<file path="src/rtl/core/tdp_pkg.sv">
// shared types and constants for the trial division prime test
package tdp_pkg;

   // width of the request number port
   localparam int REQ_NUMBER_WIDTH = 32;

   // default width of the number under test
   localparam int NUMBER_WIDTH_DEFAULT = 32;

   // request queue between classifier and trial division engine
   localparam int QUEUE_DEPTH = 2;
   localparam int QUEUE_PTR_WIDTH = (QUEUE_DEPTH > 1) ? $clog2(QUEUE_DEPTH) : 1;
   localparam int QUEUE_CNT_WIDTH = $clog2(QUEUE_DEPTH + 1);

   // first odd trial divisor and divisor step
   localparam int FIRST_DIVISOR = 3;
   localparam int DIVISOR_STEP = 2;

   // outcome of request classification
   typedef enum logic [1:0] {
      CLS_NOT_PRIME = 2'd0,
      CLS_PRIME     = 2'd1,
      CLS_TRIAL     = 2'd2
   } tdp_class_type;

   // classifier to queue push
   typedef struct packed {
      logic          valid;
      tdp_class_type cls;
   } tdp_push_type;

   // queue occupancy status
   typedef struct packed {
      logic empty;
      logic full;
   } tdp_queue_status_type;

   // divider status towards the engine
   typedef struct packed {
      logic running;
      logic done;
   } tdp_div_status_type;

endpackage

</file>
<file path="src/rtl/core/trial_division_prime_test_top.sv">
// trial division prime test: one request of one number, one response bit
// numbers below two and even numbers are answered from their classification alone; odd
// numbers run one division per odd divisor tried, on the one-bit-per-cycle divider;
// worst case about sqrt(n) / 2 divisors
// requests are queued two deep; busy is high while the queue is full
// synchronous active-high reset empties the queue and idles the engine
module trial_division_prime_test_top
   import tdp_pkg::*;
#(
   parameter int NUMBER_WIDTH = NUMBER_WIDTH_DEFAULT
) (
   input  logic                        clock,
   input  logic                        reset,
   input  logic                        start,
   output logic                        busy,
   input  logic [REQ_NUMBER_WIDTH-1:0] req_number,
   output logic                        rsp_valid,
   output logic                        rsp_is_prime
);

   tdp_push_type            push;
   logic [NUMBER_WIDTH-1:0] push_number;
   tdp_queue_status_type    queue_status;
   tdp_class_type           head_cls;
   logic [NUMBER_WIDTH-1:0] head_number;
   logic                    pop;
   logic                    div_start;
   logic [NUMBER_WIDTH-1:0] div_dividend;
   logic [NUMBER_WIDTH-1:0] div_divisor;
   tdp_div_status_type      div_status;
   logic [NUMBER_WIDTH-1:0] div_quotient;
   logic [NUMBER_WIDTH-1:0] div_remainder;

   // request classification
   tdp_front #(.NUMBER_WIDTH(NUMBER_WIDTH)) u_front (
      .start       (start),
      .queue_full  (queue_status.full),
      .req_number  (req_number),
      .busy        (busy),
      .push        (push),
      .push_number (push_number)
   );

   // request queue
   tdp_queue #(.NUMBER_WIDTH(NUMBER_WIDTH)) u_queue (
      .clock       (clock),
      .reset       (reset),
      .push        (push),
      .push_number (push_number),
      .pop         (pop),
      .status      (queue_status),
      .head_cls    (head_cls),
      .head_number (head_number)
   );

   // trial division sequencer
   tdp_back #(.NUMBER_WIDTH(NUMBER_WIDTH)) u_back (
      .clock         (clock),
      .reset         (reset),
      .queue_status  (queue_status),
      .head_cls      (head_cls),
      .head_number   (head_number),
      .pop           (pop),
      .div_start     (div_start),
      .div_dividend  (div_dividend),
      .div_divisor   (div_divisor),
      .div_status    (div_status),
      .div_quotient  (div_quotient),
      .div_remainder (div_remainder),
      .rsp_valid     (rsp_valid),
      .rsp_is_prime  (rsp_is_prime)
   );

   // divider for the trial division sequencer
   tdp_divider #(.NUMBER_WIDTH(NUMBER_WIDTH)) u_divider (
      .clock     (clock),
      .reset     (reset),
      .div_start (div_start),
      .dividend  (div_dividend),
      .divisor   (div_divisor),
      .status    (div_status),
      .quotient  (div_quotient),
      .remainder (div_remainder)
   );

   // reset leaves no response pending and the queue open
   a_reset_clean: assert property (@(posedge clock)
      reset |=> !rsp_valid && !busy)
      else $error("response or busy after reset");

   // a division is never restarted while one is in progress
   a_start_when_free: assert property (@(posedge clock) disable iff (reset)
      div_start |-> !div_status.running)
      else $error("divider started while running");

   // the engine only takes from a non-empty queue
   a_pop_nonempty: assert property (@(posedge clock) disable iff (reset)
      pop |-> !queue_status.empty)
      else $error("pop from empty queue");

   // a finished division leads to a response or the next divisor
   a_done_followed: assert property (@(posedge clock) disable iff (reset)
      div_status.done |=> rsp_valid || div_status.running)
      else $error("division result dropped");

endmodule

</file>
<file path="src/rtl/core/tdp_front.sv">
// request classifier: small, even and odd numbers
module tdp_front
   import tdp_pkg::*;
#(
   parameter int NUMBER_WIDTH = NUMBER_WIDTH_DEFAULT
) (
   input  logic                        start,
   input  logic                        queue_full,
   input  logic [REQ_NUMBER_WIDTH-1:0] req_number,
   output logic                        busy,
   output tdp_push_type                push,
   output logic [NUMBER_WIDTH-1:0]     push_number
);

   logic [NUMBER_WIDTH-1:0] number;

   // keep only the bits of the configured width
   assign number = NUMBER_WIDTH'(req_number);
   assign push_number = number;

   // request taken whenever the queue has room
   assign busy = queue_full;
   assign push.valid = start && !queue_full;

   // classify: below two, even, or odd needing trial division
   always_comb begin
      if (number < NUMBER_WIDTH'(2)) begin
         push.cls = CLS_NOT_PRIME;
      end else if (!number[0]) begin
         push.cls = (number == NUMBER_WIDTH'(2)) ? CLS_PRIME : CLS_NOT_PRIME;
      end else begin
         push.cls = CLS_TRIAL;
      end
   end

endmodule

</file>
<file path="src/rtl/core/tdp_queue.sv">
// short request queue between classifier and trial division engine
module tdp_queue
   import tdp_pkg::*;
#(
   parameter int NUMBER_WIDTH = NUMBER_WIDTH_DEFAULT
) (
   input  logic                    clock,
   input  logic                    reset,
   input  tdp_push_type            push,
   input  logic [NUMBER_WIDTH-1:0] push_number,
   input  logic                    pop,
   output tdp_queue_status_type    status,
   output tdp_class_type           head_cls,
   output logic [NUMBER_WIDTH-1:0] head_number
);

   tdp_class_type               cls_ff [QUEUE_DEPTH];
   logic [NUMBER_WIDTH-1:0]     num_ff [QUEUE_DEPTH];
   logic [QUEUE_PTR_WIDTH-1:0]  wr_ptr_ff, wr_ptr_in;
   logic [QUEUE_PTR_WIDTH-1:0]  rd_ptr_ff, rd_ptr_in;
   logic [QUEUE_CNT_WIDTH-1:0]  count_ff, count_in;
   logic                        do_push;
   logic                        do_pop;

   assign status.empty = (count_ff == QUEUE_CNT_WIDTH'(0));
   assign status.full  = (count_ff == QUEUE_CNT_WIDTH'(QUEUE_DEPTH));
   assign do_push = push.valid && !status.full;
   assign do_pop  = pop && !status.empty;

   // head entry
   assign head_cls    = cls_ff[rd_ptr_ff];
   assign head_number = num_ff[rd_ptr_ff];

   // pointer and fill count update
   always_comb begin
      wr_ptr_in = wr_ptr_ff;
      rd_ptr_in = rd_ptr_ff;
      count_in  = count_ff;
      if (do_push) begin
         wr_ptr_in = (wr_ptr_ff == QUEUE_PTR_WIDTH'(QUEUE_DEPTH - 1)) ?
                     '0 : wr_ptr_ff + QUEUE_PTR_WIDTH'(1);
      end
      if (do_pop) begin
         rd_ptr_in = (rd_ptr_ff == QUEUE_PTR_WIDTH'(QUEUE_DEPTH - 1)) ?
                     '0 : rd_ptr_ff + QUEUE_PTR_WIDTH'(1);
      end
      if (do_push && !do_pop) begin
         count_in = count_ff + QUEUE_CNT_WIDTH'(1);
      end else if (do_pop && !do_push) begin
         count_in = count_ff - QUEUE_CNT_WIDTH'(1);
      end
   end

   always_ff @(posedge clock) begin
      if (reset) begin
         wr_ptr_ff <= '0;
         rd_ptr_ff <= '0;
         count_ff  <= '0;
      end else begin
         wr_ptr_ff <= wr_ptr_in;
         rd_ptr_ff <= rd_ptr_in;
         count_ff  <= count_in;
      end
   end

   // entry storage
   always_ff @(posedge clock) begin
      if (do_push) begin
         cls_ff[wr_ptr_ff] <= push.cls;
         num_ff[wr_ptr_ff] <= push_number;
      end
   end

endmodule

</file>
<file path="src/rtl/core/tdp_divider.sv">
// restoring divider, one quotient bit per cycle
module tdp_divider
   import tdp_pkg::*;
#(
   parameter int NUMBER_WIDTH = NUMBER_WIDTH_DEFAULT
) (
   input  logic                    clock,
   input  logic                    reset,
   input  logic                    div_start,
   input  logic [NUMBER_WIDTH-1:0] dividend,
   input  logic [NUMBER_WIDTH-1:0] divisor,
   output tdp_div_status_type      status,
   output logic [NUMBER_WIDTH-1:0] quotient,
   output logic [NUMBER_WIDTH-1:0] remainder
);

   localparam int CountWidth = (NUMBER_WIDTH > 1) ? $clog2(NUMBER_WIDTH) : 1;

   logic                    running_ff, running_in;
   logic                    done_ff, done_in;
   logic [CountWidth-1:0]   count_ff, count_in;
   logic [NUMBER_WIDTH-1:0] rem_ff, rem_in;
   logic [NUMBER_WIDTH-1:0] quo_ff, quo_in;
   logic [NUMBER_WIDTH-1:0] dvs_ff, dvs_in;
   logic [NUMBER_WIDTH:0]   shifted;
   logic [NUMBER_WIDTH+1:0] diff;
   logic                    fits;
   logic                    last_step;

   assign status.running = running_ff;
   assign status.done    = done_ff;
   assign quotient       = quo_ff;
   assign remainder      = rem_ff;

   // one restoring step: shift in next dividend bit, trial subtract
   assign shifted   = {rem_ff, quo_ff[NUMBER_WIDTH-1]};
   assign diff      = {1'b0, shifted} - {2'b00, dvs_ff};
   assign fits      = !diff[NUMBER_WIDTH+1];
   assign last_step = (count_ff == CountWidth'(NUMBER_WIDTH - 1));

   always_comb begin
      running_in = running_ff;
      done_in    = 1'b0;
      count_in   = count_ff;
      rem_in     = rem_ff;
      quo_in     = quo_ff;
      dvs_in     = dvs_ff;
      if (div_start) begin
         running_in = 1'b1;
         count_in   = '0;
         rem_in     = '0;
         quo_in     = dividend;
         dvs_in     = divisor;
      end else if (running_ff) begin
         rem_in   = fits ? diff[NUMBER_WIDTH-1:0] : shifted[NUMBER_WIDTH-1:0];
         quo_in   = NUMBER_WIDTH'({quo_ff, fits});
         count_in = count_ff + CountWidth'(1);
         if (last_step) begin
            running_in = 1'b0;
            done_in    = 1'b1;
         end
      end
   end

   always_ff @(posedge clock) begin
      if (reset) begin
         running_ff <= 1'b0;
         done_ff    <= 1'b0;
      end else begin
         running_ff <= running_in;
         done_ff    <= done_in;
      end
   end

   // datapath registers
   always_ff @(posedge clock) begin
      count_ff <= count_in;
      rem_ff   <= rem_in;
      quo_ff   <= quo_in;
      dvs_ff   <= dvs_in;
   end

endmodule

</file>
<file path="src/rtl/core/tdp_back.sv">
// trial division sequencer: walks odd divisors and issues the response
module tdp_back
   import tdp_pkg::*;
#(
   parameter int NUMBER_WIDTH = NUMBER_WIDTH_DEFAULT
) (
   input  logic                    clock,
   input  logic                    reset,
   input  tdp_queue_status_type    queue_status,
   input  tdp_class_type           head_cls,
   input  logic [NUMBER_WIDTH-1:0] head_number,
   output logic                    pop,
   output logic                    div_start,
   output logic [NUMBER_WIDTH-1:0] div_dividend,
   output logic [NUMBER_WIDTH-1:0] div_divisor,
   input  tdp_div_status_type      div_status,
   input  logic [NUMBER_WIDTH-1:0] div_quotient,
   input  logic [NUMBER_WIDTH-1:0] div_remainder,
   output logic                    rsp_valid,
   output logic                    rsp_is_prime
);

   typedef enum logic [1:0] {
      ST_IDLE   = 2'b01,
      ST_DIVIDE = 2'b10
   } state_type;

   state_type               state_ff, state_in;
   logic [NUMBER_WIDTH-1:0] number_ff, number_in;
   logic [NUMBER_WIDTH-1:0] divisor_ff, divisor_in;
   logic                    rsp_valid_ff, rsp_valid_in;
   logic                    rsp_is_prime_ff, rsp_is_prime_in;

   assign rsp_valid    = rsp_valid_ff;
   assign rsp_is_prime = rsp_is_prime_ff;
   assign div_dividend = number_in;
   assign div_divisor  = divisor_in;

   // sequencer
   always_comb begin
      state_in        = state_ff;
      number_in       = number_ff;
      divisor_in      = divisor_ff;
      rsp_valid_in    = 1'b0;
      rsp_is_prime_in = rsp_is_prime_ff;
      pop             = 1'b0;
      div_start       = 1'b0;
      unique case (state_ff)
         ST_IDLE: begin
            if (!queue_status.empty) begin
               pop = 1'b1;
               unique case (head_cls)
                  CLS_TRIAL: begin
                     number_in  = head_number;
                     divisor_in = NUMBER_WIDTH'(FIRST_DIVISOR);
                     div_start  = 1'b1;
                     state_in   = ST_DIVIDE;
                  end
                  CLS_PRIME: begin
                     rsp_valid_in    = 1'b1;
                     rsp_is_prime_in = 1'b1;
                  end
                  default: begin
                     rsp_valid_in    = 1'b1;
                     rsp_is_prime_in = 1'b0;
                  end
               endcase
            end
         end
         ST_DIVIDE: begin
            if (div_status.done) begin
               // divisor above n / divisor: no divisor left, prime
               if (div_quotient < divisor_ff) begin
                  rsp_valid_in    = 1'b1;
                  rsp_is_prime_in = 1'b1;
                  state_in        = ST_IDLE;
               end else if (div_remainder == '0) begin
                  rsp_valid_in    = 1'b1;
                  rsp_is_prime_in = 1'b0;
                  state_in        = ST_IDLE;
               end else begin
                  divisor_in = divisor_ff + NUMBER_WIDTH'(DIVISOR_STEP);
                  div_start  = 1'b1;
               end
            end
         end
         default: begin
            state_in = ST_IDLE;
         end
      endcase
   end

   always_ff @(posedge clock) begin
      if (reset) begin
         state_ff     <= ST_IDLE;
         rsp_valid_ff <= 1'b0;
      end else begin
         state_ff     <= state_in;
         rsp_valid_ff <= rsp_valid_in;
      end
   end

   // payload registers
   always_ff @(posedge clock) begin
      number_ff       <= number_in;
      divisor_ff      <= divisor_in;
      rsp_is_prime_ff <= rsp_is_prime_in;
   end

endmodule

</file>
<file path="config.mk">
export PLATFORM = sky130hd
export DESIGN_NAME = trial_division_prime_test_top
export DESIGN_NICKNAME = d
export VERILOG_FILES = /design/src/rtl/core/tdp_pkg.sv /design/src/rtl/core/trial_division_prime_test_top.sv /design/src/rtl/core/tdp_front.sv /design/src/rtl/core/tdp_queue.sv /design/src/rtl/core/tdp_divider.sv /design/src/rtl/core/tdp_back.sv
export SDC_FILE = /design/constraint.sdc
export NUM_CORES = 1
export LEC_CHECK = 0
export BUFFER_PORTS_ARGS = -buffer_cell sky130_fd_sc_hd__buf_2
export CAP_MARGIN = 20
export CORE_UTILIZATION = 30
export CTS_CLUSTER_SIZE = 8
export DETAILED_ROUTE_END_ITERATION = 16
export PLACE_DENSITY = 0.54
export RECOVER_POWER = 50
export SLEW_MARGIN = 20
export SYNTH_ARGS = -nofsm -noshare
export SYNTH_HDL_FRONTEND = slang
export SYNTH_SLANG_ARGS = --single-unit
</file>
<file path="constraint.sdc">
create_clock -name clock -period 10.4 [get_ports clock]
set_input_delay 1.56 -clock clock [delete_from_list [all_inputs] [get_ports clock]]
set_output_delay 1.56 -clock clock [all_outputs]
set_load 0.01 [all_outputs]
</file>
# Word-level counts from Yosys, hierarchy flattened
# Memory sizes are Yosys's and may differ from the RTL's. A register that Yosys moved wholly into a read port is not among the register bits.
# Index checks and enable logic that the tools add are counted.
# totals
reg_bits,175
mem_bits_rw,68
input_bits,35
out_inout_bits,3
memories,2
# classes
add_sub_neg,7
magnitude_cmp,2
n_eq_ne,12
muxes,55
n_bitwise,1
reduce_logical,18
# mem_list
name,depth,word_bits,read_ports,rd_clocked_by_memory_dff,write_ports,line_no,text
u_queue.num_ff,2,32,1,1,1,tdp_queue.sv:18,logic [NUMBER_WIDTH-1:0] num_ff [QUEUE_DEPTH];
u_queue.cls_ff,2,2,1,1,1,tdp_queue.sv:17,tdp_class_type cls_ff [QUEUE_DEPTH];
# op_table
cell,n
$mux 32,11
$pmux 32 s2,1
$sub 33x32->34,1
$add 32x2->32 const B,1
$eq 32x2->1 const B,1
$logic_not 32->1,1
$lt 32x2->1 const B,1
$lt 32x32->1,1
$mux 1,29
$mux 2,9
$pmux 1 s2,4
$eq 2x2->1 const B,3
$ne 2x2->1 const B,3
$reduce_bool 2->1,3
$add 5x1->5 const B,1
$eq 5x5->1 const B,1
$logic_and 1x1->1,5
$logic_not 1->1,5
$reduce_and 5->1,1
$eq 2x1->1 const B,2
$pmux 2 s2,1
$reduce_and 4->1,1
$ne 3x1->1 const B,1
$reduce_or 3->1,1
6 further kinds,7

# Longest topological paths before layout
# Gate-level depths: netlist of the first run.
# depth
depth_word,8
depth_mapped,14
mapped_depth_nobuf,12

# Cells and area by module
# From an unflattened synthesis of the first run, not the netlist that was laid out.
# hier_totals
cells_unflattened,1298
hier_area_um2,13070.0
# by_module_without_submodules
module,instances,cells_each,area_per_inst_um2,seq_area_each_um2
tdp_divider,1,603,6062.1,2702.6
tdp_back,1,517,4001.3,1371.3
tdp_queue,1,131,2667.6,2142.1
tdp_front,1,47,339.1,0.0

# Worst setup path before layout of the first run
# No wires, ideal clock.
# synth_path
path_type,reg-to-reg
start,register u_back.divisor_ff[1]
end,"register u_divider.dvs_ff[0], enable pin"
setup_time_ps,409
arrival_ps,3196
required_time_ps,9991
path_slack_ps,6795
path_stages_with_launch,11
path_buffers,1
path_cell_list,dfxtp_1 -> inv_1 -> ha_1 -> a21o_1 -> a211oi_1 -> o31a_1 -> o31a_1 -> o32ai_4 -> a21oi_1 -> inv_2 -> clkbuf_1
# synth_between
elab_chain_len,4
# synth_lines
element,line_no,text
from (decl),tdp_back.sv:30,"logic [NUMBER_WIDTH-1:0] divisor_ff, divisor_in;"
from (signal assigned),tdp_back.sv:106,divisor_ff <= divisor_in;
$lt 32x32->1,tdp_back.sv:73,if (div_quotient < divisor_ff) begin
$mux 1,tdp_back.sv:73,
$mux 1,tdp_back.sv:71,if (div_status.done) begin
$pmux 1 s2,tdp_back.sv:48,unique case (state_ff)
named net div_start,trial_division_prime_test_top.sv:27,logic div_start;
to (signal assigned),tdp_divider.sv:80,dvs_ff <= dvs_in;
to (decl),tdp_divider.sv:24,"logic [NUMBER_WIDTH-1:0] dvs_ff, dvs_in;"
# The timed path passes the listed nets, and every way through them passes these cells.
# A chain may end at the register's enable or synchronous reset.

==> qor.json, run 1 <==
{
  "run_status": "finished with violations",
  "failed_checks": "max-capacitance violations, max-slew violations",
  "fin_skew_ns": 0.0140,
  "ctsLongestPathBuffers": 3,
  "netlist_top_cells_area": "edfxtp_1 (33%), dfxtp_1 (18%), ha_1 (7.1%)",
  "power.density_cell_area_nw_per_um2": 304,
  "num_io_pins": 38,
  "power.switching_mw": 1.53,
  "switching_share_pct": 36.3,
  "antenna_left": 0,
  "vias_per_cell": 4.87,
  "syn_inst": 1157,
  "wire_per_inst_um": 15.3,
  "ys_dominant_reg_cell": "edfxtp_1",
  "floorplan.initialDensity_pct": 30.4,
  "critPathArrivalTime_ns": 6.74,
  "ctsResizeCount": 0,
  "worst_setup_path_start_kind": "flip-flop",
  "drv.max_cap_violation_count": 4,
  "wire_length_of_the_first_global_routing_pass_um": 44200,
  "synthMostInstantiatedCell": "edfxtp_1",
  "vdd_ir_drop_max_mv": 0.130,
  "cp.buffers_inverters": 5,
  "cts_max_level": 2,
  "p_r_area_growth_vs_syn_pct": 14.5,
  "post-route-util_pct": 34.8,
  "worst_setup_path_end_kind": "flip-flop",
  "cts_tree": "yes",
  "cts_hold_repair.buffers": 0,
  "fillerInstances": 4002,
  "core_area_sq_um": 39700,
  "worst_path_largest_cell_delay_ns": 1.79,
  "detailroute.via_count": 8514,
  "cts_buffers": 36,
  "clock_power_share_pct": 25.5,
  "maximum_number_of_pins_on_one_net_before_global_route_repair": 73,
  "yosysWarnings": 0,
  "drc": 0,
  "fin_tns_setup_ns": 0,
  "pwr-share-seq_pct": 35.7,
  "ys_top_cells_by_count": "edfxtp_1 (133), o21ai_0 (121), dfxtp_1 (111)",
  "leakage_power_nw": 5.15,
  "setup_viols_final": 0,
  "timing.setup.critical_path_class": "reg -> reg",
  "clk-insertion-delay-late_ns": 0.51,
  "port_buffers": 37,
  "dieArea_sq_um": 41100,
  "synth-edff-count": 133,
  "nets": 1301,
  "dpl_cell_area_sq_um": 12800,
  "area_used_by_multi_input_combinational_logic_sq_um": 5360,
  "share_of_synthesized_area_occupied_by_flip_flops_and_latches_pct": 51.5,
  "first_pass_iters": 5,
  "die_w_um": 203,
  "netlist_area_sq_um": 12100,
  "maxSlewViolCount": 175,
  "critical_path.slowest_cell": "clkbuf_1",
  "timing.hold.worst.class": "reg -> reg",
  "critical-path-top-delay-family": "buffers and inverters",
  "num_rows": 73,
  "gp_congestion": 0.851,
  "final-seq-area_sq_um": 6220,
  "cts_sinks": 244,
  "timing.final.crit_share_pct": 62.4,
  "critical_path_cell_sequence": "clkbuf_1 -> nor2_1 -> a32oi_1 -> nand2b_2 -> clkbuf_1 -> nor2_1 -> a21oi_2 -> buf_4 -> inv_2 -> buf_4 -> mux2_2",
  "num_antenna_cells": 0,
  "grt_usage_pct": 13.2,
  "synth_largest_type_area_fraction_pct": 33.1,
  "post-route-min-period_ns": 6.49,
  "clkSlewWorstSetupHoldPaths_ns": 0.05,
  "clock-root-buffer": "clkbuf_16",
  "power_frac_comb_pct": 38.8,
  "min-delay-start": "u_back.number_ff[7]",
  "async_flop_share_pct": 0,
  "worst-endpoint-required_ns": 10.65,
  "grt_antenna_before_repair": 0,
  "drt_first_iter_violations": 643,
  "worstMarginPinSlew_ns": 2.97,
  "die_h_um": 203,
  "internal-power_mw": 2.68,
  "timing.fmax_mhz": 154,
  "postSynthNetCount": 1262,
  "crit_path_max_fanout": 68,
  "syn_avg_cell_area_sq_um": 10.4,
  "hold_violations": 0,
  "via_count_of_the_first_global_routing_pass": 8420,
  "overflow": 0,
  "fraction_of_layout_cells_with_a_size_suffix_above_1_pct": 7.68,
  "hpwlAfterDp_um": 18800,
  "slew-limit-headroom_pct": -99.0,
  "synth_seq_cells": 244,
  "final_design_instance_area_without_fill_sq_um": 13800,
  "cts.repair_timing.setup_buffer_count": 0,
  "synth_area_leader_cell": "edfxtp_1",
  "grt_setup_unrepaired": "no",
  "routed_wirelength_um": 26700,
  "synthDistinctLibCells": 55
}
==> cell families after synthesis <==
logic type / count (synthesis) / synth area share [%]
AO/OA/AOI/OAI: 318 / 15.9
AND/OR/NAND/NOR: 264 / 10.7
flip-flops: 244 / 51.5
buffers and inverters: 136 / 4.33
multiplexers: 89 / 7.71
adder cells (fa/ha/maj): 70 / 7.31
XOR/XNOR: 36 / 2.61
==> tightest hold or removal path, delay by kind of cell (launching register included) <==
kind / cells / cell delay [ns]
simple gates: 1 / 0.04
flops: 1 / 0.30
compound gates: 1 / 0.09
==> worst paths after layout <==
path	slack, ns	cells past startpoint	endpoint
worst min-delay path	0.47	2	u_back.number_ff[7]
worst max-delay path	3.91	11	u_divider.quotient[19]
worst min register to register	0.47	2	u_back.number_ff[7]
worst max register to register	3.91	11	u_divider.quotient[19]
==> power groups by stage <==
stage | Combinational [mW] | Sequential, mW | Clock [mW]
finish | 1.63 | 1.50 | 1.07
global route | 1.86 | 1.54 | 1.14
CTS | 1.64 | 1.50 | 1.10
detailed placement | 1.63 | 1.52 | 0
global placement | 1.61 | 1.52 | 0
floorplan | 1.27 | 1.47 | 0
==> through the flow <==
step | instances | setup slack, ns | total power, mW | hold WS [ns]
finish | 1749 | 3.91 | 4.21 | 0.468
detailed placement | 1683 | 6.20 | 3.15 | 0.455
floorplan | 1157 | 6.80 | 2.74 | 0.425
global placement | 1683 | 6.27 | 3.13 | 0.449
global route | 1749 | 3.11 | 4.54 | 0.497
CTS | 1749 | 6.20 | 4.25 | 0.470
==> routing by layer <==
layer	routed length [um]	track usage [%]	part of all wire (%)
met3	921	1.99	3.4
met2	11900	20.8	45
met5	0	0	0
met4	536	3.71	2.0
met1	13300	18.6	50
==> sequential cells by signal (all words and copies together) (netlist names), named ones only <==
register	count
u_divider.done_ff	1
u_back.rsp_valid	1
u_queue.rd_ptr_ff	1
u_queue.wr_ptr_ff	1
u_divider.remainder	32
u_divider.dvs_ff	32
u_queue.cls_ff	4
u_back.rsp_is_prime	1
u_back.number_ff	32
u_queue.count_ff	2
u_queue.num_ff	64
u_divider.count_ff	5
u_divider.quotient	32
u_divider.running_ff	1
u_back.state_ff	2
u_back.divisor_ff	32
==> layout by cell type, fill, tap and decap left out, types with 10 or more instances in the layout <==
cell type / synthesis / routed
nand4_1: 29 / 29
clkbuf_1: 36 / 66
nand3_1: 16 / 16
nor4_1: 19 / 19
nand2b_1: 17 / 16
xor2_1: 24 / 24
a21o_1: 26 / 26
edfxtp_1: 133 / 133
ha_1: 69 / 69
inv_1: 86 / 86
nand2_1: 85 / 85
xnor2_1: 12 / 12
a21oi_1: 87 / 86
nor2_1: 54 / 54
o211ai_1: 11 / 11
mux2i_1: 57 / 57
and3_1: 10 / 10
clkbuf_16: 0 / 37
o21ai_0: 121 / 121
mux2_2: 32 / 32
a41oi_1: 10 / 10
dfxtp_1: 111 / 109
==> cell type report <==
cell class / count / share of cell area, %
clock buffer: 64 / 7.43
sequential: 244 / 45.0
timing repair buffer: 50 / 1.62
clock inverter: 2 / 0.127
multi-input combinational: 777 / 38.7
tap: 525 / 4.75
inverter: 87 / 2.36
(Power assumes the default switching activity.)
==> run 2: changes to the inputs <==
--- a/config.mk
+++ b/config.mk
@@ -5,12 +5,13 @@
 export SDC_FILE = /design/constraint.sdc
 export NUM_CORES = 1
 export LEC_CHECK = 0
+export ABC_AREA = 1
 export BUFFER_PORTS_ARGS = -buffer_cell sky130_fd_sc_hd__buf_2
 export CAP_MARGIN = 20
 export CORE_UTILIZATION = 30
 export CTS_CLUSTER_SIZE = 8
 export DETAILED_ROUTE_END_ITERATION = 16
-export PLACE_DENSITY = 0.54
+export PLACE_DENSITY = 0.56
 export RECOVER_POWER = 50
 export SLEW_MARGIN = 20
 export SYNTH_ARGS = -nofsm -noshare
==> constraint.sdc (replaced) <==
create_clock -name clock -period 5.6 [get_ports clock]
set_input_delay 0.84 -clock clock [delete_from_list [all_inputs] [get_ports clock]]
set_output_delay 0.84 -clock clock [all_outputs]
set_load 0.01 [all_outputs]
==> run 2 against run 1 <==
Net effect: the flow still finishes with violations (max-capacitance violations, max-slew violations); count of clock-buffer cells in the layout decreased by 3; via count increased by 28%; global-route usage increased by 2.1 points; synthesized cell count increased by 44%; sequential share of layout area decreased by 4.0 points; final area increased by 9.6%; first-iteration DRC count increased by 35%; critical path type unchanged; critical endpoint is now u_divider.quotient[22].
==> qor.json, run 2 <==
{
  "timing.fmax": {"value": 238, "unit": "MHz", "change": "+54%"},
  "worst_setup_path_start_kind": "flip-flop",
  "synthDistinctLibCells": {"value": 47, "change": "-15%"},
  "core_area": {"value": 43500, "unit": "sq um", "change": "+9.4%"},
  "synth_area_leader_cell": "edfxtp_1",
  "timing.hold.worst.class": "reg -> reg",
  "synth_seq_cells": {"value": 244, "change": "unchanged"},
  "post-route-min-period": {"value": 4.21, "unit": "ns", "change": "-2.28 ns"},
  "share_of_synthesized_area_occupied_by_flip_flops_and_latches": {"value": 46.7, "unit": "%", "change": "-4.8 points"},
  "worst_setup_path_end_kind": "flip-flop",
  "gp_congestion": {"value": 0.890, "change": "+4.5%"},
  "cts_buffers": {"value": 37, "change": "+2.8%"},
  "netlist_area": {"value": 13300, "unit": "sq um", "change": "+10%"},
  "yosysWarnings": {"value": 0, "change": "unchanged"},
  "timing.setup.critical_path_class": "reg -> reg",
  "overflow": {"value": 0, "change": "unchanged"},
  "grt_setup_unrepaired": "no",
  "drt_first_iter_violations": {"value": 869, "change": "+35%"},
  "antenna_left": {"value": 0, "change": "unchanged"},
  "cts_sinks": {"value": 244, "change": "unchanged"},
  "grt_antenna_before_repair": {"value": 0, "change": "unchanged"},
  "port_buffers": {"value": 37, "change": "unchanged"},
  "wire_length_of_the_first_global_routing_pass": {"value": 55200, "unit": "um", "change": "+25%"},
  "nets": {"value": 1803, "change": "+39%"},
  "detailroute.via_count": {"value": 10900, "change": "+28%"},
  "ctsLongestPathBuffers": {"value": 3, "change": "unchanged"},
  "num_antenna_cells": {"value": 0, "change": "unchanged"},
  "run_status": "finished with violations",
  "critPathArrivalTime": {"value": 4.47, "unit": "ns", "change": "-2.27 ns"},
  "drc": {"value": 0, "change": "unchanged"},
  "die_h": {"value": 213, "unit": "um", "change": "+4.9%"},
  "mostFrequentLayoutCell": "nand2_1",
  "crit_path_max_fanout": {"value": 66, "change": "-2.9%"},
  "cts.repair_timing.setup_buffer_count": {"value": 0, "change": "unchanged"},
  "largest_register_ff_count": {"value": 64, "change": "unchanged"},
  "power.density_cell_area": {"value": 449, "unit": "nW/um^2", "change": "+48%"},
  "clock-root-buffer": "clkbuf_16",
  "maximum_number_of_pins_on_one_net_before_global_route_repair": {"value": 71, "change": "-2.7%"},
  "grt_usage": {"value": 15.2, "unit": "%", "change": "+2.1 points"},
  "die_w": {"value": 213, "unit": "um", "change": "+4.9%"},
  "worstMarginPinSlew": {"value": 2.55, "unit": "ns", "change": "-0.425 ns"},
  "netlist_top_cells_area": "edfxtp_1 (30%), dfxtp_1 (17%), nand2_1 (12%)",
  "vdd_ir_drop_max": {"value": 0.291, "unit": "mV", "change": "+120%"},
  "drv.max_cap_violation_count": {"value": 4, "change": "unchanged"},
  "most-common-layout-cells": "nand2_1 (439), inv_1 (204), nand3_1 (138)",
  "final_design_instance_area_without_fill": {"value": 15200, "unit": "sq um", "change": "+9.6%"},
  "dieArea": {"value": 45200, "unit": "sq um", "change": "+10%"},
  "area_used_by_multi_input_combinational_logic": {"value": 6070, "unit": "sq um", "change": "+13%"},
  "vias_per_cell": {"value": 4.73, "change": "-2.9%"},
  "fin_skew": {"value": 0.0190, "unit": "ns", "change": "+0.00499 ns"},
  "first_pass_iters": {"value": 8, "change": "+3"},
  "dpl_cell_area": {"value": 14100, "unit": "sq um", "change": "+9.7%"},
  "via_count_of_the_first_global_routing_pass": {"value": 10600, "change": "+26%"},
  "ys_top_cells_by_count": "nand2_1 (439), inv_1 (204), nand3_1 (138)",
  "wire_per_inst": {"value": 14.5, "unit": "um", "change": "-5.3%"},
  "clkSlewWorstSetupHoldPaths": {"value": 0.05, "unit": "ns", "change": "about the same"},
  "num_io_pins": {"value": 38, "change": "unchanged"},
  "num_rows": {"value": 76, "change": "+4.1%"},
  "fillerInstances": {"value": 4556, "change": "+14%"},
  "syn_avg_cell_area": {"value": 8.02, "unit": "sq um", "change": "-23%"},
  "ctsResizeCount": {"value": 0, "change": "unchanged"},
  "cts_max_level": {"value": 2, "change": "unchanged"},
  "clk-insertion-delay-late": {"value": 0.53, "unit": "ns", "change": "+0.02 ns"},
  "final-seq-area": {"value": 6220, "unit": "sq um", "change": "about the same"},
  "ys_dominant_reg_cell": "edfxtp_1",
  "registers.top_by_ff_count": "u_queue.num_ff",
  "synth-edff-count": {"value": 133, "change": "unchanged"},
  "setup_viols_final": {"value": 0, "change": "unchanged"},
  "cts_hold_repair.buffers": {"value": 0, "change": "unchanged"},
  "async_flop_share": {"value": 0, "unit": "%", "change": "unchanged"},
  "cts_tree": "yes",
  "synth_largest_type_area_fraction": {"value": 30.0, "unit": "%", "change": "-3.1 points"},
  "p_r_area_growth_vs_syn_pct": 13.8,
  "hold_violations": {"value": 0, "change": "unchanged"},
  "maxSlewViolCount": {"value": 165, "change": "-5.7%"},
  "floorplan.initialDensity": {"value": 30.6, "unit": "%", "change": "+0.24 points"},
  "fraction_of_layout_cells_with_a_size_suffix_above_1": {"value": 5.50, "unit": "%", "change": "-2.2 points"},
  "leakage_power": {"value": 6.13, "unit": "nW", "change": "+19%"},
  "hpwlAfterDp": {"value": 24100, "unit": "um", "change": "+29%"},
  "slew-limit-headroom": {"value": -69.9, "unit": "%", "change": "+29 points"},
  "synthMostInstantiatedCell": "nand2_1",
  "syn_inst": {"value": 1661, "change": "+44%"},
  "failed_checks": "max-capacitance violations, max-slew violations",
  "timing.final.crit_share": {"value": 75.1, "unit": "%", "change": "+13 points"},
  "postSynthNetCount": {"value": 1766, "change": "+40%"},
  "worst-endpoint-required": {"value": 5.87, "unit": "ns", "change": "-4.78 ns"},
  "routed_wirelength": {"value": 33400, "unit": "um", "change": "+25%"},
  "fin_tns_setup": {"value": 0, "unit": "ns", "change": "unchanged"}
}
[run 2: changes by cell type in the layout (fill, tap and decap cells not counted), sizes merged, moves of 23 or more]
cell,delta
nand2,+359
nand3,+124
inv,+120
nor2,+79
mux2i,-56
mux2,-31
o21a,+31
a21o,-23
[run 2: cells by family (layout without fill, tap and decap cells)]
group / count (synthesis) / count (layout) / share of synthesized area (%)
and+or+nand+nor: 792 / 792 / 25.4
buffers and inverters: 262 / 327 / 7.85
adders and majority gates: 70 / 70 / 6.63
xor gates and xnor gates: 17 / 17 / 1.12
DFF: 244 / 244 / 46.7
muxes: 2 / 2 / 0.160
AOI/OAI and AO/OA: 274 / 274 / 12.2
[run 2: worst max-delay path, cell delays in order, from the launching register on]
cell and delay [ns]:
dfxtp_1 0.30, buf_4 0.44, mux2i_1 0.29, nand2_1 0.24
nor2_4 0.15, clkbuf_1 1.81, nand2_1 0.29, o21a_1 0.24
nand2_1 0.07, nand2_1 0.06
[run 2: layout make-up]
type / instances / area share (%)
inverter: 209 / 5.18
clock inverter: 6 / 0.693
multi-input combinational: 1155 / 40.1
timing repair buffer: 51 / 1.53
clock buffer: 61 / 6.70
sequential: 244 / 41.0
tap: 585 / 4.83
[run 2: metal layers]
| layer | GRT usage (%) | wire length (um) | up-vias |
|---|---|---|---|
| li1 | - | - | 5651 |
| met2 | 23.5 | 14300 | 244 |
| met3 | 2.29 | 1560 | 56 |
| met5 | 0 | 0 | - |
| met1 | 21.8 | 16700 | 4973 |
| met4 | 4.84 | 851 | 0 |
[run 2: stage by stage]
stage | instances | power (mW) | hold WS, ns | worst slack (ns) | utilization (%)
2_1_floorplan | 1661 | 4.13 | 0.426 | 2.53 | -
3_3_place_gp | 2243 | 4.70 | 0.427 | 1.74 | 32.4
3_5_place_dp | 2243 | 4.74 | 0.444 | 1.71 | 32.4
4_1_cts | 2310 | 6.89 | 0.446 | 1.68 | 35.0
5_1_grt | 2311 | 7.30 | 0.477 | 0.844 | 34.9
6_report | 2311 | 6.81 | 0.447 | 1.39 | 34.9
[run 2: path summary, 6_finish.rpt]
| path | start | end | slack [ns] | depth (start not counted) |
|---|---|---|---|---|
| worst max-delay path | flip-flop | u_divider.quotient[22] | 1.39 | 9 |
| worst min-delay path | u_queue.rd_ptr_ff | flip-flop | 0.45 | 1 |
| worst max register to register | flip-flop | u_divider.quotient[22] | 1.39 | 9 |
| worst min register to register | u_queue.rd_ptr_ff | flip-flop | 0.45 | 1 |
[run 2: report_power, final]
group | total (mW) | switching, mW | internal (mW)
combinational | 2.10 | 1.43 | 0.664
sequential | 2.59 | 0.180 | 2.41
clock | 2.12 | 0.825 | 1.29
total | 6.81 | 2.44 | 4.37
==> run 3: changes to the inputs <==
--- a/config.mk
+++ b/config.mk
@@ -11,7 +11,7 @@
 export CORE_UTILIZATION = 30
 export CTS_CLUSTER_SIZE = 8
 export DETAILED_ROUTE_END_ITERATION = 16
-export PLACE_DENSITY = 0.56
+export PLACE_DENSITY = 0.54
 export RECOVER_POWER = 50
 export SLEW_MARGIN = 20
 export SYNTH_ARGS = -nofsm -noshare
==> constraint.sdc (replaced) <==
create_clock -name clock -period 4 [get_ports clock]
set_input_delay 0.6 -clock clock [delete_from_list [all_inputs] [get_ports clock]]
set_output_delay 0.6 -clock clock [all_outputs]
set_load 0.01 [all_outputs]
==> run 3 against run 2 <==
Net effect: critical path type unchanged; sequential share of layout area hardly changed; register-to-register slack worse by 0.51 ns; clock skew is 0.0076 ns lower; the flow still finishes with violations (max-capacitance violations, max-slew violations); clock power is 35% higher; sequential power is 41% higher; largest cell class unchanged; count of clock-buffer cells in the layout is 1 higher; sequential cell count stayed put; final cell count is 0.13% higher; first-iteration DRC count is 8.7% lower; via count hardly changed.
==> qor.json, run 3 (synthesis gave the netlist of run 2 again) <==
{
  "run_status": "finished with violations",
  "failed_checks": "max-capacitance violations, max-slew violations",
  "min_delay_path_depth": {"value": 2, "change": "+1"},
  "first_pass_iters": {"value": 7, "change": "-1"},
  "clk-insertion-delay-late": {"value": 0.52, "unit": "ns", "change": "about the same"},
  "critical_path.slowest_cell": "clkbuf_1",
  "routed_wirelength": {"value": 34100, "unit": "um", "change": "+2.0%"},
  "core_area": {"value": 43500, "unit": "sq um", "change": "unchanged"},
  "registers.top_by_ff_count": "u_queue.num_ff",
  "p_r_area_growth_vs_syn": {"value": 13.8, "unit": "%", "change": "about the same"},
  "ctsLongestPathBuffers": {"value": 3, "change": "unchanged"},
  "timing.fmax": {"value": 320, "unit": "MHz", "change": "+35%"},
  "clock-root-buffer": "clkbuf_16",
  "worstHoldEndpoint": "u_back.state_ff[1]",
  "overflow": {"value": 0, "change": "unchanged"},
  "rr_endpoint": "u_divider.dvs_ff[2]",
  "wire_per_inst": {"value": 14.7, "unit": "um", "change": "+1.9%"},
  "timing.final.crit_share": {"value": 78.0, "unit": "%", "change": "+2.9 points"},
  "floorplan.initialDensity": {"value": 30.6, "unit": "%", "change": "unchanged"},
  "num_io_pins": {"value": 38, "change": "unchanged"},
  "r2r_slack": {"value": 0.88, "unit": "ns", "change": "-0.51 ns"},
  "cts_sinks": {"value": 244, "change": "unchanged"},
  "ctsResizeCount": {"value": 0, "change": "unchanged"},
  "num_antenna_cells": {"value": 0, "change": "unchanged"},
  "antenna_left": {"value": 0, "change": "unchanged"},
  "most-common-layout-cells": "nand2_1 (439), inv_1 (204), nand3_1 (138)",
  "clkSlewWorstSetupHoldPaths": {"value": 0.05, "unit": "ns", "change": "about the same"},
  "fin_tns_setup": {"value": 0, "unit": "ns", "change": "unchanged"},
  "leakage_power": {"value": 6.14, "unit": "nW", "change": "+0.13%"},
  "nets": {"value": 1807, "change": "+0.22%"},
  "hpwlAfterDp": {"value": 24800, "unit": "um", "change": "+2.6%"},
  "fin_skew": {"value": 0.0115, "unit": "ns", "change": "-0.00758 ns"},
  "slew-limit-headroom": {"value": -38.0, "unit": "%", "change": "+32 points"},
  "final.hold.worst_slack": {"value": 0.253, "unit": "ns", "change": "-0.194 ns"},
  "grt_setup_unrepaired": "no",
  "detailroute.via_count": {"value": 10900, "change": "+0.082%"},
  "vias_per_cell": {"value": 4.72, "change": "about the same"},
  "drv.max_cap_violation_count": {"value": 2, "change": "-2"},
  "mostFrequentLayoutCell": "nand2_1",
  "largest_register_ff_count": {"value": 64, "change": "unchanged"},
  "gp_congestion": {"value": 0.910, "change": "+2.3%"},
  "cp.buffers_inverters": {"value": 3, "change": "+1"},
  "setup_viols_final": {"value": 0, "change": "unchanged"},
  "critPathArrivalTime": {"value": 3.40, "unit": "ns", "change": "-1.07 ns"},
  "num_rows": {"value": 76, "change": "unchanged"},
  "critical-path-top-delay-family": "buffers and inverters",
  "min-delay-start": "reset",
  "cts_hold_repair.buffers": {"value": 0, "change": "unchanged"},
  "drc": {"value": 0, "change": "unchanged"},
  "worst_setup_path_end_kind": "flip-flop",
  "grt_usage": {"value": 15.4, "unit": "%", "change": "+0.16 points"},
  "r2r_cells": {"value": 8, "change": "-1"},
  "maxSlewViolCount": {"value": 60, "change": "-64%"},
  "power.density_cell_area": {"value": 627, "unit": "nW/um^2", "change": "+39%"},
  "hold_violations": {"value": 0, "change": "unchanged"},
  "fraction_of_layout_cells_with_a_size_suffix_above_1": {"value": 5.67, "unit": "%", "change": "+0.16 points"},
  "timing.setup.critical_path_class": "reg -> reg",
  "critical_path_cell_sequence": "mux2_1 -> nand2_1 -> o21ai_0 -> buf_4 -> nand2_1 -> clkbuf_1 -> inv_1 -> o21ai_0",
  "dieArea": {"value": 45200, "unit": "sq um", "change": "unchanged"},
  "cts.repair_timing.setup_buffer_count": {"value": 0, "change": "unchanged"},
  "die_h": {"value": 213, "unit": "um", "change": "unchanged"},
  "worst_setup_path_start_kind": "flip-flop",
  "worst-endpoint-required": {"value": 4.28, "unit": "ns", "change": "-1.59 ns"},
  "worstMarginPinSlew": {"value": 2.07, "unit": "ns", "change": "-0.478 ns"},
  "cts_buffers": {"value": 36, "change": "-2.7%"},
  "maximum_number_of_pins_on_one_net_before_global_route_repair": {"value": 66, "change": "-7.0%"},
  "port_buffers": {"value": 37, "change": "unchanged"},
  "grt_antenna_before_repair": {"value": 0, "change": "unchanged"},
  "fillerInstances": {"value": 4578, "change": "+0.48%"},
  "wire_length_of_the_first_global_routing_pass": {"value": 55500, "unit": "um", "change": "+0.51%"},
  "via_count_of_the_first_global_routing_pass": {"value": 10600, "change": "-0.13%"},
  "cts_max_level": {"value": 2, "change": "unchanged"},
  "crit_path_max_fanout": {"value": 15, "change": "-77%"},
  "drt_first_iter_violations": {"value": 793, "change": "-8.7%"},
  "critical_path_depth": {"value": 8, "change": "-1"},
  "vdd_ir_drop_max": {"value": 0.490, "unit": "mV", "change": "+68%"},
  "timing.hold.worst.class": "in -> reg",
  "worst_path_largest_cell_delay": {"value": 0.57, "unit": "ns", "change": "-1.24 ns"},
  "die_w": {"value": 213, "unit": "um", "change": "unchanged"},
  "cts_tree": "yes",
  "post-route-min-period": {"value": 3.12, "unit": "ns", "change": "-1.09 ns"}
}
## run 3: cell count changes in the layout (fill, tap and decap cells not counted), sizes merged
| cell | change |
|---|---|
| buf | +4 |
| bufinv | -1 |
| clkbuf | +2 |
| clkinv | -3 |
| inv | +1 |
## run 3: how the worst max path moves through the flow
stage	slack, ns	from	to
6_report	0.88	flip-flop	u_divider.dvs_ff[2]
5_1_grt	0.63	flip-flop	u_divider.dvs_ff[2]
4_1_cts	1.07	u_divider.quotient[31]	u_divider.dvs_ff[5]
3_5_place_dp	1.08	u_divider.quotient[31]	u_divider.dvs_ff[5]
3_3_place_gp	1.07	u_back.divisor_ff[1]	u_divider.dvs_ff[5]
2_1_floorplan	0.93	u_back.divisor_ff[5]	u_divider.quotient[0]
## run 3: metal layers
metal / vias to the layer above / GRT usage (%) / wire, um
met5: - / 0 / 0
met1: 4994 / 21.6 / 17100
met3: 49 / 2.25 / 1430
met4: 0 / 3.65 / 554
li1: 5659 / - / -
met2: 231 / 24.8 / 15000
## run 3: cell type report
cell class                      count  area (sq um)  share of cell area [%]
Sequential cell                   244          6220                    41.0
Multi-Input combinational cell   1155          6070                    40.0
Clock buffer                       62          1020                    6.73
Inverter                          209           785                    5.17
Tap cell                          585           732                    4.83
Timing Repair Buffer               56           292                    1.92
Clock inverter                      3          45.0                   0.297
## run 3: report_power, final
group          total [mW]  switching [mW]  internal, mW
logic                2.98            2.03         0.953
registers            3.66           0.280          3.38
clock network        2.86            1.12          1.74
total                9.50            3.43          6.07
## run 3: per-stage QoR
step	setup WS (ns)	std cells	cell area, sq um	util (%)	total power, mW
3_5_place_dp	1.08	2248	14200	32.6	6.72
3_3_place_gp	1.07	2248	14200	32.6	6.68
5_1_grt	0.635	2314	15200	34.9	10.2
2_1_floorplan	0.928	1661	13300	-	5.78
6_report	0.879	2314	15200	34.9	9.50
4_1_cts	1.07	2313	15200	35.0	9.64
